File: config.mk
export PLATFORM = sky130hd
export DESIGN_NAME = permutation_combination_count_top
export DESIGN_NICKNAME = d
export VERILOG_FILES = /design/src/hdl/pcc_pkg.sv /design/src/hdl/pcc_ucode_rom.sv /design/src/hdl/pcc_sequencer.sv /design/src/hdl/pcc_datapath.sv /design/src/hdl/permutation_combination_count_top.sv
export SDC_FILE = /design/constraint.sdc
export NUM_CORES = 2
export LEC_CHECK = 0
export ABC_CLOCK_PERIOD_IN_PS = 24900
export BUFFER_PORTS_ARGS = -buffer_cell sky130_fd_sc_hd__buf_2
export CAP_MARGIN = 15
export CORE_AREA = 2 2 322 324
export CTS_CLUSTER_SIZE = 25
export DETAILED_ROUTE_END_ITERATION = 7
export DIE_AREA = 0 0 324 326
export GPL_TIMING_DRIVEN = 0
export SYNTH_ARGS = -nofsm -noshare
export SYNTH_HDL_FRONTEND = slang
export SYNTH_SLANG_ARGS = --single-unit
File: constraint.sdc
create_clock -name clk -period 24.9 [get_ports clk]
set_input_delay 3.735 -clock clk [delete_from_list [all_inputs] [get_ports clk]]
set_output_delay 3.735 -clock clk [all_outputs]
set_load 0.02 [all_outputs]
File: src/hdl/pcc_pkg.sv
// ----------------------------------------------------------------------------
// pcc_pkg
// Control word, condition codes and step addresses of the counter's
// microprogram, shared by the control store, sequencer and datapath.
// ----------------------------------------------------------------------------
`default_nettype none

package pcc_pkg;

  // Microprogram address.
  typedef logic [2:0] upc_t;

  // Step addresses of the program.
  localparam upc_t STEP_IDLE  = 3'd0;
  localparam upc_t STEP_CHECK = 3'd1;
  localparam upc_t STEP_MUL   = 3'd2;
  localparam upc_t STEP_DIV   = 3'd3;
  localparam upc_t STEP_FIN   = 3'd4;
  localparam upc_t STEP_EMIT  = 3'd5;

  // Datapath operations selected by the control word.
  typedef enum logic [2:0] {
    DP_NOP,
    DP_LOAD,
    DP_MUL,
    DP_DIV,
    DP_FIN,
    DP_EMIT
  } dp_op_t;

  // Branch conditions tested by the sequencer.
  typedef enum logic [2:0] {
    COND_ALWAYS,
    COND_IN_VALID,
    COND_DONE,
    COND_PERM,
    COND_MORE,
    COND_OUT_FREE
  } cond_t;

  // Operation codes of the op field.
  localparam logic OP_COMB = 1'b0;
  localparam logic OP_PERM = 1'b1;

  // One control word: operation, condition, taken and fall targets.
  typedef struct packed {
    dp_op_t dp_op;
    cond_t  cond;
    upc_t   jt;
    upc_t   jf;
  } uword_t;

  // Status flags from the datapath to the sequencer.
  typedef struct packed {
    logic in_valid;
    logic done;
    logic perm;
    logic more;
    logic out_free;
  } status_t;

endpackage

`default_nettype wire

File: src/hdl/pcc_ucode_rom.sv
// ----------------------------------------------------------------------------
// pcc_ucode_rom
// Read-only control store holding the counter's microprogram.
// ----------------------------------------------------------------------------
`default_nettype none

module pcc_ucode_rom
  import pcc_pkg::*;
(
  input  upc_t   addr,
  output uword_t word
);

  // Program: accept, test loop end, multiply, divide bytewise, fix, emit.
  always_comb begin
    unique case (addr)
      STEP_IDLE:  word = '{DP_LOAD, COND_IN_VALID, STEP_CHECK, STEP_IDLE};
      STEP_CHECK: word = '{DP_NOP,  COND_DONE,     STEP_EMIT,  STEP_MUL};
      STEP_MUL:   word = '{DP_MUL,  COND_PERM,     STEP_CHECK, STEP_DIV};
      STEP_DIV:   word = '{DP_DIV,  COND_MORE,     STEP_DIV,   STEP_FIN};
      STEP_FIN:   word = '{DP_FIN,  COND_ALWAYS,   STEP_CHECK, STEP_CHECK};
      STEP_EMIT:  word = '{DP_EMIT, COND_OUT_FREE, STEP_IDLE,  STEP_EMIT};
      default:    word = '{DP_NOP,  COND_ALWAYS,   STEP_IDLE,  STEP_IDLE};
    endcase
  end

endmodule

`default_nettype wire

File: src/hdl/pcc_sequencer.sv
// ----------------------------------------------------------------------------
// pcc_sequencer
// Step counter with two-way conditional branch over the control store.
// ----------------------------------------------------------------------------
`default_nettype none

module pcc_sequencer
  import pcc_pkg::*;
(
  input  logic    clk,
  input  logic    rst,
  input  status_t status,
  output uword_t  uword
);

  upc_t upc;
  upc_t upc_next;
  logic taken;

  pcc_ucode_rom u_rom (
    .addr (upc),
    .word (uword)
  );

  // Evaluate the branch condition of the current word.
  always_comb begin
    unique case (uword.cond)
      COND_ALWAYS:   taken = 1'b1;
      COND_IN_VALID: taken = status.in_valid;
      COND_DONE:     taken = status.done;
      COND_PERM:     taken = status.perm;
      COND_MORE:     taken = status.more;
      COND_OUT_FREE: taken = status.out_free;
      default:       taken = 1'b1;
    endcase
  end

  assign upc_next = taken ? uword.jt : uword.jf;

  // Step counter.
  always_ff @(posedge clk) begin
    if (rst) begin
      upc <= STEP_IDLE;
    end else begin
      upc <= upc_next;
    end
  end

endmodule

`default_nettype wire

File: src/hdl/pcc_datapath.sv
// ----------------------------------------------------------------------------
// pcc_datapath
// Accumulator, one narrow multiplier, a byte-per-cycle exact divider and
// the output register, all driven by the control word.
// ----------------------------------------------------------------------------
`default_nettype none

module pcc_datapath
  import pcc_pkg::*;
#(
  parameter int N_MAX        = 255,
  parameter int RESULT_WIDTH = 64
) (
  input  logic        clk,
  input  logic        rst,
  input  uword_t      uword,
  output status_t     status,
  input  logic        in_valid,
  output logic        in_stall,
  input  logic        op,
  input  logic [7:0]  n,
  input  logic [7:0]  r,
  output logic        out_valid,
  input  logic        out_stall,
  output logic [63:0] count,
  output logic        overflow,
  output logic        invalid
);

  localparam int PROD_W = RESULT_WIDTH + 8;
  localparam int NBYTES = (PROD_W + 7) / 8;
  localparam int DIV_W  = NBYTES * 8;
  localparam int BCNT_W = $clog2(NBYTES);

  // Divides {rem, byte} by d; rem < d keeps the quotient within 8 bits.
  function automatic logic [15:0] div_byte(input logic [7:0] rem_in,
                                           input logic [7:0] byte_in,
                                           input logic [7:0] d);
    logic [8:0] part;
    logic [7:0] q;
    part = {1'b0, rem_in};
    q    = '0;
    for (int i = 7; i >= 0; i--) begin
      part = {part[7:0], byte_in[i]};
      if (part >= {1'b0, d}) begin
        part = part - {1'b0, d};
        q[i] = 1'b1;
      end
    end
    return {q, part[7:0]};
  endfunction

  logic                    op_q;
  logic [7:0]              n_q;
  logic [7:0]              lim;
  logic [8:0]              k;
  logic [RESULT_WIDTH-1:0] acc;
  logic [DIV_W-1:0]        quo;
  logic [7:0]              rem;
  logic [BCNT_W-1:0]       bcnt;
  logic                    ovf;
  logic                    inv;

  logic [7:0]              m;
  logic [PROD_W-1:0]       prod;
  logic [7:0]              n_minus_r;
  logic [15:0]             div_out;
  logic                    out_free;

  // Current factor n - k + 1, and its product with the accumulator.
  assign m         = n_q - k[7:0] + 8'd1;
  assign prod      = PROD_W'(acc) * PROD_W'(m);
  assign n_minus_r = n - r;
  assign div_out   = div_byte(rem, quo[DIV_W-1 -: 8], k[7:0]);
  assign out_free  = !out_valid || !out_stall;

  // Status to the sequencer.
  assign status.in_valid = in_valid;
  assign status.done     = inv || ovf || (k > {1'b0, lim});
  assign status.perm     = (op_q == OP_PERM);
  assign status.more     = (bcnt != BCNT_W'(NBYTES - 1));
  assign status.out_free = out_free;

  assign in_stall = (uword.dp_op != DP_LOAD);

  // Working registers.
  always_ff @(posedge clk) begin
    unique case (uword.dp_op)
      DP_LOAD: begin
        op_q <= op;
        n_q  <= n;
        inv  <= (r > n) || ({8'd0, n} > 16'(N_MAX));
        lim  <= (op == OP_PERM || r <= n_minus_r) ? r : n_minus_r;
        k    <= 9'd1;
        acc  <= RESULT_WIDTH'(1);
        ovf  <= 1'b0;
      end
      DP_MUL: begin
        if (op_q == OP_PERM) begin
          // Falling product: saturate once it leaves the result width.
          if (prod[PROD_W-1:RESULT_WIDTH] != '0) begin
            ovf <= 1'b1;
            acc <= '1;
          end else begin
            acc <= prod[RESULT_WIDTH-1:0];
          end
          k <= k + 9'd1;
        end else begin
          quo  <= DIV_W'(prod);
          rem  <= '0;
          bcnt <= '0;
        end
      end
      DP_DIV: begin
        // One quotient byte per cycle, most significant first.
        quo  <= {quo[DIV_W-9:0], div_out[15:8]};
        rem  <= div_out[7:0];
        bcnt <= bcnt + BCNT_W'(1);
      end
      DP_FIN: begin
        // The quotient is C(n,k); past the result width it saturates.
        if (quo[DIV_W-1:RESULT_WIDTH] != '0) begin
          ovf <= 1'b1;
          acc <= '1;
        end else begin
          acc <= quo[RESULT_WIDTH-1:0];
        end
        k <= k + 9'd1;
      end
      default: begin
      end
    endcase
  end

  // Output register; a result waits here until taken.
  always_ff @(posedge clk) begin
    if (rst) begin
      out_valid <= 1'b0;
    end else if (uword.dp_op == DP_EMIT && out_free) begin
      out_valid <= 1'b1;
    end else if (!out_stall) begin
      out_valid <= 1'b0;
    end
  end

  always_ff @(posedge clk) begin
    if (uword.dp_op == DP_EMIT && out_free) begin
      count    <= inv ? 64'd0 : 64'(acc);
      overflow <= ovf && !inv;
      invalid  <= inv;
    end
  end

endmodule

`default_nettype wire

File: src/hdl/permutation_combination_count_top.sv
// ----------------------------------------------------------------------------
// permutation_combination_count_top: nPr and nCr counter, one request at a time.
// nPr: one multiply step per factor of the falling product.
// nCr: min(r, n - r) factors, each a multiply, a bytewise divide and a fix step,
// NBYTES = ceil((RESULT_WIDTH+8)/8) quotient bytes per divide, MSB first.
// Synchronous reset returns the sequencer to idle and drops any pending result.
// ----------------------------------------------------------------------------
`default_nettype none

module permutation_combination_count_top
  import pcc_pkg::*;
#(
  parameter int N_MAX        = 255,
  parameter int RESULT_WIDTH = 64
) (
  input  logic        clk,
  input  logic        rst,
  input  logic        in_valid,
  output logic        in_stall,
  input  logic        op,
  input  logic [7:0]  n,
  input  logic [7:0]  r,
  output logic        out_valid,
  input  logic        out_stall,
  output logic [63:0] count,
  output logic        overflow,
  output logic        invalid
);

  uword_t  uword;
  status_t status;

  // Microprogram sequencer.
  pcc_sequencer u_seq (
    .clk    (clk),
    .rst    (rst),
    .status (status),
    .uword  (uword)
  );

  // Arithmetic and output register.
  pcc_datapath #(
    .N_MAX        (N_MAX),
    .RESULT_WIDTH (RESULT_WIDTH)
  ) u_dp (
    .clk       (clk),
    .rst       (rst),
    .uword     (uword),
    .status    (status),
    .in_valid  (in_valid),
    .in_stall  (in_stall),
    .op        (op),
    .n         (n),
    .r         (r),
    .out_valid (out_valid),
    .out_stall (out_stall),
    .count     (count),
    .overflow  (overflow),
    .invalid   (invalid)
  );

endmodule

`default_nettype wire

After elaboration in Yosys (flattened, before gate mapping)
Cells that the tools add are included.

operators by class
  multiply operators = 1
  reduce and logical (&&, ||, !) cells = 17
  order comparisons = 11
  eq/ne operators = 22
  add/sub/neg operators = 13
  mux-type cells = 38

operators with widths
  kind                                                              number
  64-bit two-way mux                                                3
  64-bit one-hot mux with 3 select lines                            1
  72-bit one-hot mux with 2 select lines                            1
  8-bit two-way mux                                                 10
  8-bit subtractor                                                  10
  9-bit by 8-bit greater-or-equal comparator with 1-bit output      8
  64-bit by 8-bit multiplier with 72-bit output                     1
  72-bit two-way mux                                                1
  12-bit one-hot mux with 6 select lines                            1
  9-bit one-hot mux with 3 select lines                             1
  3-bit by 2-bit == test with 1-bit output (second input constant)  6
  3-bit == test (second input constant)                             6
  8-bit one-hot mux with 2 select lines                             1
  8-bit nonzero test                                                2
  1-bit two-way mux                                                 13
  9-bit by 1-bit adder with 9-bit output (second input constant)    1
  3-bit by 1-bit == test with 1-bit output (second input constant)  3
  9-bit by 8-bit > comparator with 1-bit output                     1
  9-bit two-way mux                                                 1
  8-bit by 1-bit adder with 8-bit output (second input constant)    1
  8-bit > comparator                                                1
  8-bit less-or-equal comparator                                    1
  2-bit by 1-bit != test with 1-bit output (second input constant)  4
  4-bit one-hot mux with 2 select lines                             1
  16 further kinds                                                  23

storage, ports and cells
  output and inout port bits = 68
  flip-flop bits (word level) = 246

Longest topological paths before layout
  depth after elaboration = 17
  depth in mapped cells = 89

Cells and area by module
A second synthesis with hierarchy kept.

unflattened totals
  cells, all modules = 3363
  area total of the unflattened synthesis = 30704.4 um^2

modules (own cells, without submodules)
  module         seq. area each (um^2)  cells each  times used  area each (um^2)
  pcc_datapath   7287.0                 3323        1           30354.1
  pcc_sequencer  60.1                   20          1           191.4
  pcc_ucode_rom  0.0                    20          1           158.9

Worst setup path after synthesis
Ideal clock, no wire load.

  kind = reg-to-reg
  from = register u_dp.k[1]
  to = register u_dp.rem[0] (data pin)
  clock period less this slack = 17.277 ns
  path slack = 7.623 ns
  stages on the path, launching flop included = 87
  required time = 24.733 ns
  arrival = 17.110 ns
  path through = edfxtp_1 > inv_1 > ha_1 > nor2b_1 > o22ai_1 > a31o_2 > and2_0 > clkbuf_1 > mux2_2 > ha_1 > o21a_1 > o31a_1 > o31a_1 > nor4b_1 > o221ai_2 > buf_6 > o21ai_0 > inv_1 > [51 not listed] > o21a_1 > nor2_1 > o21ai_0 > a21oi_1 > nand2_1 > mux2_4 > mux2i_1 > ha_1 > a21o_1 > a21o_1 > a21o_1 > a21o_1 > a21o_1 > a21oi_1 > o21ai_0 > a21oi_1 > nand2_2 > a211oi_1

between the ends
  cells in the longest elaborated chain, start to end = 17
  elaborated cells between the ends (all ways) = 24

ends and longest elaborated chain
  item                                                                                              line                                    text
  start: declaration                                                                                pcc_datapath.sv:56                      logic [8:0] k;
  start signal: assignment                                                                          pcc_datapath.sv:107                     k <= k + 9'd1;
  start signal: assignment                                                                          pcc_datapath.sv:128                     k <= k + 9'd1;
  8-bit subtractor or 9-bit by 8-bit greater-or-equal comparator with 1-bit output (tied branches)  pcc_datapath.sv:46, pcc_datapath.sv:45
  8-bit two-way mux                                                                                 pcc_datapath.sv:45                      if (part >= {1'b0, d}) begin
  8-bit subtractor or 9-bit by 8-bit greater-or-equal comparator with 1-bit output (tied branches)  pcc_datapath.sv:46, pcc_datapath.sv:45
  8-bit two-way mux                                                                                 pcc_datapath.sv:45
  8-bit subtractor or 9-bit by 8-bit greater-or-equal comparator with 1-bit output (tied branches)  pcc_datapath.sv:46, pcc_datapath.sv:45
  8-bit two-way mux                                                                                 pcc_datapath.sv:45
  8-bit subtractor or 9-bit by 8-bit greater-or-equal comparator with 1-bit output (tied branches)  pcc_datapath.sv:46, pcc_datapath.sv:45
  8-bit two-way mux                                                                                 pcc_datapath.sv:45
  8-bit subtractor or 9-bit by 8-bit greater-or-equal comparator with 1-bit output (tied branches)  pcc_datapath.sv:46, pcc_datapath.sv:45
  8-bit two-way mux                                                                                 pcc_datapath.sv:45
  8-bit subtractor or 9-bit by 8-bit greater-or-equal comparator with 1-bit output (tied branches)  pcc_datapath.sv:46, pcc_datapath.sv:45
  8-bit two-way mux                                                                                 pcc_datapath.sv:45
  8-bit subtractor or 9-bit by 8-bit greater-or-equal comparator with 1-bit output (tied branches)  pcc_datapath.sv:46, pcc_datapath.sv:45
  8-bit two-way mux                                                                                 pcc_datapath.sv:45
  9-bit by 8-bit greater-or-equal comparator with 1-bit output (*)                                  pcc_datapath.sv:45
  8-bit two-way mux (*)                                                                             pcc_datapath.sv:45
  8-bit one-hot mux with 2 select lines (*)                                                         pcc_datapath.sv:88                      unique case (uword.dp_op)
  end signal: assignment                                                                            pcc_datapath.sv:117                     rem <= div_out[7:0];
  end: declaration                                                                                  pcc_datapath.sv:59                      logic [7:0] rem;

Every way passes the cells marked *; elsewhere a longest branch is shown, timed or not.
A chain may end at the register's enable or synchronous reset.

Worst setup path after layout
  from = register u_dp.k[1]
  to = register u_dp.rem[2] (data pin)

between the ends
  cells in the longest elaborated chain, start to end = 17
  elaborated cells between the ends (all ways) = 25

ends and longest elaborated chain
  item                                                                                              line
  8-bit subtractor or 9-bit by 8-bit greater-or-equal comparator with 1-bit output (tied branches)  pcc_datapath.sv:46, pcc_datapath.sv:45
  8-bit two-way mux                                                                                 pcc_datapath.sv:45
  8-bit subtractor or 9-bit by 8-bit greater-or-equal comparator with 1-bit output (tied branches)  pcc_datapath.sv:46, pcc_datapath.sv:45
  8-bit two-way mux                                                                                 pcc_datapath.sv:45
  8-bit subtractor or 9-bit by 8-bit greater-or-equal comparator with 1-bit output (tied branches)  pcc_datapath.sv:46, pcc_datapath.sv:45
  8-bit two-way mux                                                                                 pcc_datapath.sv:45
  8-bit subtractor or 9-bit by 8-bit greater-or-equal comparator with 1-bit output (tied branches)  pcc_datapath.sv:46, pcc_datapath.sv:45
  8-bit two-way mux                                                                                 pcc_datapath.sv:45
  8-bit subtractor or 9-bit by 8-bit greater-or-equal comparator with 1-bit output (tied branches)  pcc_datapath.sv:46, pcc_datapath.sv:45
  8-bit two-way mux                                                                                 pcc_datapath.sv:45
  8-bit subtractor or 9-bit by 8-bit greater-or-equal comparator with 1-bit output (tied branches)  pcc_datapath.sv:46, pcc_datapath.sv:45
  8-bit two-way mux                                                                                 pcc_datapath.sv:45
  8-bit subtractor or 9-bit by 8-bit greater-or-equal comparator with 1-bit output (tied branches)  pcc_datapath.sv:46, pcc_datapath.sv:45
  8-bit two-way mux                                                                                 pcc_datapath.sv:45
  9-bit by 8-bit greater-or-equal comparator with 1-bit output or 8-bit subtractor (tied branches)  pcc_datapath.sv:45, pcc_datapath.sv:46
  8-bit two-way mux (*)                                                                             pcc_datapath.sv:45
  8-bit one-hot mux with 2 select lines (*)                                                         pcc_datapath.sv:88

Marks and branches as above.

==> run_results.csv <==
group,metric,value,unit
yosys,seq_area_frac_synth,0.241,
finish,nNetsFinal,4064,
clocking,cts_root_buffer,"clkbuf_16",
timing,fin_setup_tns,0,ns
finish,final_common_cell,"nand2_1",
finish,final_cell_mix,"nand2_1, fa_1, inv_1, edfxtp_1, and2_1",
route,drc,0,
global_route,antenna_found_initial,6,
min_path,hold_path_startpoint,"u_dp.quo[14]",
yosys,postSynthAreaPerCell,9.17,µm²
clocking,clkTransAtPathRegs,0.06,ns
global_route,grt_use_total,0.174,
floorplanning,io_pins,89,
timing,period_minus_slack,21.31,ns
setup_path,critPathBufInv,9,
setup_path,critPathMaxStageDelay,0.96,ns
clocking,cts_buffer_depth,3,
timing,clock.fmax,0.0469,GHz
clocking,clock-sinks,246,
setup_path,critPathLaunchType,"register",
finish,post_route_cells_drive_above_1_share,0.0636,
global_route,grt_max_degree,28,
clocking,cts_hold_buf,0,
floorplanning,initial_core_util,0.297,
timing,worst_pin_slew,1.13,ns
setup_path,crit_type,"reg -> reg",
floorplanning,die_h,326,µm
yosys,yosysWarnings,0,
yosys,netlist_top_cells_area,"fa_1, edfxtp_1, ha_1, nand2_1, and2_1",
global_route,busiest_layer,"met2",
floorplanning,core_region_area,103000,µm²
global_route,grt_pass1_wl,142000,µm
clocking,htreeDepth,2,
finish,syn2layout_area_growth,11.9,%
setup_path,critPathCaptureType,"register",
global_route,grt_pass1_vias,24700,
route,drtPass1Iterations,7,
yosys,synth_top_area_cell,"fa_1",
clocking,clkLatencyLatePin,0.57,ns
setup_path,cp_data_required_time,25.28,ns
route,drt_iter0_drc,1696,
global_route,met2_usage,0.276,
floorplanning,die_area,106000,µm²
finish,fill_cells,10600,
setup_path,rrSetupSlack,3.59,ns
route,wirelength,90700,µm
yosys,synth_ff_type,"edfxtp_1",
route,ant_nets,0,
floorplanning,die_width,324,µm
floorplanning,rows,118,
setup_path,arrival,21.69,ns
placement,hpwl,71200,µm
clocking,cts_setup_buffers,0,
timing,hold_viol,0,
clocking,ctsResizeCount,0,
setup_path,critical_path.startpoint,"u_dp.k[1]",
clocking,cts_tree,"built",
timing,finalCritPeriodShare,0.856,
yosys,synthCells,3327,
global_route,grt.met3_usage,0.0306,
setup_path,r2r-start,"u_dp.k[1]",
timing,rsz0062_at_grt,"false",
timing,finalClockSkew,0.0212,ns
route,vias,24000,
global_route,use_met1,0.244,
yosys,synth_edf_count,242,
yosys,yosysUniqueCellTypes,83,
yosys,yosysTopAreaCellShare,0.251,
setup_path,cp_slowest_cell,"edfxtp_1",
timing,drv_slew,0,
yosys,synthArstFlopShare,0,
clocking,numCtsBuffers,34,
route,wl_per_cell,18.6,µm
yosys,syn_area,30500,µm²
placement,gp_congestion,0.904,
setup_path,path_delay_family,"compound AO/OA/AOI/OAI gates",
timing,holdWs,0.543,ns
yosys,syn_nets,3926,
placement,portBuffers,88,
yosys,ys_seq_elements,246,
timing,slew_headroom,0.242,
route,post_drt_via_cell_ratio,4.92,
setup_path,crit_path_frequent_cell,"o21ai_0",
run,maxCapViolations,0,
global_route,grt-ovfl-total,0,
timing,setup_violations,0,
setup_path,cp_max_fo,12,
min_path,hp-class,"reg -> reg",
outcome,status,"completed",
==> layout make-up <==
type,count,area [µm²],share of cell area
Buffer,195,746,0.0218
Tap cell,1380,1730,0.0506
Timing Repair Buffer,102,673,0.0197
Sequential cell,246,7350,0.215
Multi-Input combinational cell,2525,21100,0.618
Inverter,361,1360,0.0397
Antenna cell,1,2.50,0.0000733
Clock inverter,17,251,0.00737
Clock buffer,43,926,0.0271
==> metrics by stage <==
| stage | util | std cells | setup WS, ns | cell area (µm²) |
|---|---|---|---|---|
| floorplan | - | 3327 | 7.62 | 30500 |
| global placement | 0.318 | 4795 | 3.84 | 32700 |
| detailed placement | 0.321 | 4808 | 3.66 | 32900 |
| CTS | 0.333 | 4868 | 3.61 | 34100 |
| global route | 0.333 | 4869 | 1.59 | 34100 |
| finish | 0.333 | 4870 | 3.59 | 34100 |
==> registers in the layout (all words and copies together), names as in the netlist <==
signal,cells
u_dp.quo,72
u_dp.acc,64
u_dp.count,64
u_dp.k,9
u_dp.lim,8
u_dp.n_q,8
u_dp.rem,8
u_dp.bcnt,4
u_seq.upc,3
u_dp.inv,1
u_dp.invalid,1
u_dp.op_q,1
u_dp.out_valid,1
u_dp.overflow,1
u_dp.ovf,1
==> worst paths after layout <==
check	to	cells past startpoint
setup reg to reg	u_dp.rem[2]	83
setup / recovery	u_dp.rem[2]	83
hold / removal	u_dp.quo[22]	2
hold reg to reg	u_dp.quo[22]	2
==> cell families after synthesis <==
group	share of synthesized area
flip-flops	0.241
multiplexers	0.0179
buffers and inverters	0.0688
AO/OA/AOI/OAI	0.121
XOR/XNOR	0.0359
adder cells (fa/ha/maj)	0.331
AND/OR/NAND/NOR	0.184
==> routing by layer <==
metal  routed length, µm  up-vias
li1                    -    11200
met1               41000    11900
met2               40900      701
met3                6130      115
met4                2560        4
met5                  25        -
==> tightest hold or removal path, stage by stage (launching register included) <==
cell and delay [ns]:
edfxtp_1 0.34, nand2_1 0.05, nand2_1 0.05
==> synth_stat cells, types with 6 or more instances <==
cell type,number
nand4_1,31
and2_1,235
nor2b_1,91
fa_1,382
inv_1,361
mux2_2,26
clkbuf_1,142
o211ai_1,8
mux2i_1,14
a221o_1,7
nor3_1,22
nand2b_1,19
a21oi_1,135
buf_1,48
a21o_1,72
o21a_1,25
nor2_1,88
and3_1,16
o21bai_1,30
ha_1,196
a31oi_1,11
a211oi_1,11
nand3_1,41
edfxtp_1,242
nand2_1,600
xnor2_1,84
xor2_1,39
mux2_4,6
o21ai_1,8
o21ai_0,226
a21boi_0,8
Power is not shown: default switching activity piles up to over one toggle a cycle in this logic, so the estimate is an artifact.
